File: config.mk
export PLATFORM = sky130hd
export DESIGN_NAME = ssd_frac_div
export DESIGN_NICKNAME = d
export VERILOG_FILES = /design/src/design/ssd_frac_div.sv
export SDC_FILE = /design/constraint.sdc
export NUM_CORES = 2
export LEC_CHECK = 0
export BUFFER_PORTS_ARGS = -buffer_cell sky130_fd_sc_hd__buf_2
export CAP_MARGIN = 20
export CELL_PAD_IN_SITES_DETAIL_PLACEMENT = 2
export CELL_PAD_IN_SITES_GLOBAL_PLACEMENT = 2
export CORE_ASPECT_RATIO = 1.1
export CORE_MARGIN = 2
export CORE_UTILIZATION = 39
export CTS_CLUSTER_SIZE = 28
export DETAILED_ROUTE_END_ITERATION = 6
export PLACE_DENSITY = 0.74
export SLEW_MARGIN = 20
export SYNTH_ARGS = -nofsm -noshare
export SYNTH_HDL_FRONTEND = slang
export SYNTH_SLANG_ARGS = --single-unit
export TNS_END_PERCENT = 1
File: constraint.sdc
create_clock -name clk -period 3.7 [get_ports clk]
set_input_delay 0.37 -clock clk [delete_from_list [all_inputs] [get_ports clk]]
set_output_delay 0.37 -clock clk [all_outputs]
set_load 0.02 [all_outputs]
File: src/design/ssd_frac_div.sv
`default_nettype none
module ssd_frac_div #(
	parameter int W  = 54,
	parameter int QW = 17
) (
	input  logic          clk,
	input  logic          en,
	input  logic [W-1:0]  num,
	input  logic [W-1:0]  den,
	output logic [QW-1:0] quo
);
	// one restoring step per stage, num < den assumed
	logic [W-1:0]  rem_s [QW];
	logic [W-1:0]  den_s [QW];
	logic [QW-1:0] quo_s [QW];

	for (genvar j = 0; j < QW; j++) begin : g_step
		logic [W-1:0]  r_in;
		logic [W-1:0]  d_in;
		logic [QW-1:0] q_in;
		logic [W:0]    sh;
		logic          take;

		if (j == 0) begin : g_first
			assign r_in = num;
			assign d_in = den;
			assign q_in = '0;
		end else begin : g_next
			assign r_in = rem_s[j-1];
			assign d_in = den_s[j-1];
			assign q_in = quo_s[j-1];
		end

		assign sh   = {r_in, 1'b0};
		assign take = sh >= {1'b0, d_in};

		always_ff @(posedge clk) begin
			if (en) begin
				rem_s[j] <= take ? W'(sh - {1'b0, d_in}) : W'(sh);
				den_s[j] <= d_in;
				quo_s[j] <= {q_in[QW-2:0], take};
			end
		end
	end

	assign quo = quo_s[QW-1];
endmodule
`default_nettype wire

==> results.py <==
metrics = {
    "floorplan": {
        "die_x_um": 525,
        "die_area_um2": 303000,
        "io-pin-count": 127,
        "rows": 210,
        "die_h_um": 577,
        "floorplan.initialDensity_pct": 39.2,
        "core_area_um2": 297000,
    },
    "worst_hold_path": {
        "whs_path_depth": 5,
        "hold_path.class": "in -> reg",
        "worst_hold_path.endpoint": "rem_s[0][7]",
        "worstHoldStart": "num[6]",
    },
    "synthesis": {
        "synth-compound-area-share_pct": 17.5,
        "synth_simple_gate_area_share_pct": 10.5,
        "syn_avg_cell_area_um2": 10.4,
        "yosys-top-cells-area": "edfxtp_1 48%, ha_1 9.8%, a21oi_1 5.7%",
        "ys_seq_area_share_pct": 48.5,
        "synth_top_family_by_area": "compound AO/OA/AOI/OAI gates",
        "synthMuxAreaShare_pct": 2.30,
        "synth_cells": 11300,
        "yosys_warnings": 0,
        "syn_area_um2": 117000,
        "synthFlopType": "edfxtp_1",
        "synth_nets": 12300,
        "synthAdderAreaFrac_pct": 10.1,
        "synth-edff-count": 1881,
        "synth-seq-cells": 1881,
        "synth_xor_area_share_pct": 6.00,
        "yosysUniqueCellTypes": 109,
        "async_reset_ff_share_pct": 0,
        "yosys.area.top_type": "edfxtp_1",
        "yosys.area.top_type_share_pct": 48.5,
    },
    "timing": {
        "rsz0062_at_grt": "true",
        "hold_ws_ns": 0.120,
        "final_hold_viol_count": 0,
        "tightest_slew_ns": 1.26,
        "slew-limit-headroom_pct": 16.1,
        "skew_ns": 0.106,
        "fmax_ghz": 0.175,
        "post-route-min-period_ns": 5.73,
        "timing.final.crit_share_pct": 155,
        "slew_viol_final": 0,
        "fin_ws_ns": -2.03,
        "setup_viol": 859,
    },
    "pwr": {
        "ir_drop_mv": 0.430,
        "powerDensity_nw_per_um2": 1010,
        "leakagePower_nw": 67.9,
    },
    "detailed_routing": {
        "via_count": 109000,
        "wl_per_cell_um": 32.5,
        "first_pass_iters": 7,
        "vias_per_cell": 5.94,
        "antenna_left": 0,
        "drt_iter0_drc": 7638,
        "wirelength_um": 595000,
        "drt_drc_violations_left": 3,
    },
    "placed_design": {
        "place_ws_ns": -1.09,
        "hpwl_um": 343000,
        "globalplace.congestion": 0.960,
        "portBuffers": 126,
    },
    "global_routing": {
        "grt_busiest_layer": "met2",
        "grt_pass1_vias": 119000,
        "use_met2_pct": 64.7,
        "antenna_found_initial": 42,
        "use_met3_pct": 3.55,
        "grt_pass1_wl_um": 760000,
        "grt_max_degree": 110,
        "grt-ovfl-total": 0,
        "grt_usage_pct": 32.8,
        "grt_use_met1_pct": 29.3,
    },
    "setup_path": {
        "critPathMaxFanout": 22,
        "rr_startpoint": "den_s[0][607]",
        "crit_required_ns": 4.30,
        "endpoint_kind": "flip-flop",
        "startpoint_type": "flip-flop",
        "r2r_cells": 20,
        "reg2reg_to": "rem_s[0][660]",
        "worstPathArrival_ns": 6.32,
        "setup.worst_path.class": "reg -> reg",
        "r2r_slack_ns": -2.03,
    },
    "clock_tree": {
        "root_buffer": "clkbuf_16",
        "clkLatencyLatePin_ns": 0.99,
        "numCtsBuffers": 223,
        "cts_sinks": 1881,
        "htreeDepth": 4,
        "cts_tree": "built",
        "path_clk_slew_ns": 0.09,
        "clockBufferDepth": 4,
    },
    "finish": {
        "fill_cells": 29600,
        "final_nets": 15200,
        "final_util_pct": 52.5,
        "area_growth_pct": 33.9,
        "drive_above_1_share_pct": 29.5,
    },
    "job": {
        "max_cap_viol_count": 0,
    },
    "run_status": {
        "violations": "DRC, setup timing",
        "outcome": "complete, but fails checks",
    },
}
-- cells in the final DEF, fill, tap and decap left out, drive strengths merged, types with 19 or more instances in the layout --
cell type	n
or3	25
a211o	20
a21oi	1323
nand2b	88
o31ai	52
o21ai	602
nor2b	129
and2	56
clkbuf	277
diode	21
or2	27
o21a	76
nor3	105
nor4	42
clkinv	82
o211ai	39
a21boi	30
a221oi	41
and4	25
nor2	876
a31oi	117
buf	2968
edfxtp	1881
o21bai	157
a311oi	19
dlygate4sd3	108
nand4	202
nand3	203
mux2	226
ha	917
bufinv	22
a21o	534
nand2	660
o22ai	19
inv	1126
a211oi	62
and3	108
xor2	321
xnor2	477
-- critical path: stages, from the launching register on --
cell,delay [ns]
edfxtp_1,0.44
inv_1,0.50
ha_4,0.27
buf_6,0.14
nand4_1,0.17
o31ai_2,0.41
buf_4,0.33
a21oi_4,0.09
o22ai_4,0.16
a311oi_2,0.15
a21oi_1,0.20
buf_4,0.18
o221ai_2,0.10
buf_4,0.17
o211ai_4,0.17
a22oi_2,0.12
o21ai_4,0.20
buf_12,0.23
buf_8,0.20
nor2_1,0.08
a21oi_1,0.92
-- registers in the layout (all words and copies together), names as in the netlist --
register,flops
quo_s,153
den_s,864
rem_s,864
-- per-stage QoR --
step	setup TNS [ns]	cells	cell area, um2	power (W)
6_report	-556.28	18300	156000	0.158
5_1_grt	-594.16	18300	156000	0.164
4_1_cts	-183.53	18200	153000	0.143
3_5_place_dp	-553.39	17500	141000	0.113
3_3_place_gp	-392.10	17500	141000	0.108
2_1_floorplan	0	11300	117000	0.0783
-- cell families (layout without fill, tap and decap cells) --
| logic type | after synthesis | in the layout |
|---|---|---|
| and+or+nand+nor | 2605 | 2605 |
| muxes | 234 | 234 |
| xor gates and xnor gates | 798 | 798 |
| DFF | 1881 | 1881 |
| AOI/OAI and AO/OA | 3282 | 3282 |
| adders and majority gates | 933 | 933 |
| other | 0 | 21 |
| buffers and inverters | 1521 | 4604 |
-- per-layer routing --
layer  share of wire [%]  wire length (um)
met5               0.085               506
met3                 5.8             34800
met2                  51            304000
met4                  12             71100
met1                  31            185000
-- where the power goes --
group / leakage (nW) / total (W) / switching (W) / internal [W]
clock: 3.41 / 0.0233 / 0.0106 / 0.0127
sequential: 18.4 / 0.0376 / 0.00507 / 0.0326
combinational: 46.1 / 0.0973 / 0.0564 / 0.0409
-- layout make-up --
cell class | instances | area [um2] | share of cell area (%)
repair buffers | 3082 | 24600 | 15.8
flip-flops and latches | 1881 | 56500 | 36.2
clock buffers | 275 | 5820 | 3.73
diodes | 21 | 52.6 | 0.0337
well taps | 3922 | 4910 | 3.14
multi-input cells | 7852 | 58700 | 37.6
inverters | 1119 | 4200 | 2.69
clock inverters | 128 | 1240 | 0.795
-- what timing repair did --
item,in CTS,in global routing
hold buffers,108,0
gates cloned,11,4
resized for setup,599,475
endpoints found under the hold margin,141,0
setup buffers,111,93
endpoints found under the setup margin,826,879
pin swaps,186,172
-- worst max-delay path by stage --
stage                        from  cells after the start  slack, ns             to
floorplan           rem_s[0][270]                     13       0.02  rem_s[0][376]
global placement    rem_s[0][594]                     17      -0.98  rem_s[0][698]
detailed placement  rem_s[0][594]                     17      -1.09  rem_s[0][698]
CTS                 den_s[0][541]                     18      -0.55  rem_s[0][646]
global route        den_s[0][607]                     20      -2.08  rem_s[0][660]
finish              den_s[0][607]                     20      -2.03  rem_s[0][660]
-- synthesized netlist by cell type (17+ instances only) --
cell type,number
clkbuf_1,270
and2_1,56
ha_1,917
buf_2,102
a211o_1,20
xor2_1,321
nor4_1,42
nor3_1,105
xnor2_1,477
or3_1,25
nand3b_1,18
a221oi_1,31
o21bai_1,156
nor2_1,875
nand2b_1,88
edfxtp_1,1881
a21boi_0,27
nand3_1,203
or2_2,24
and4_1,25
nand4_1,202
a211oi_1,57
o21ai_0,562
a21oi_1,1319
and3_1,108
a21o_1,534
nand2_1,660
mux2_2,187
o21a_1,75
nor2b_1,128
o22ai_1,19
a311oi_1,17
o211ai_1,37
a31oi_1,113
o31a_1,17
o31ai_1,45
o21ai_1,33
inv_1,1119
mux2_1,25
a221o_1,17
Power figures use the tool's default switching activity.
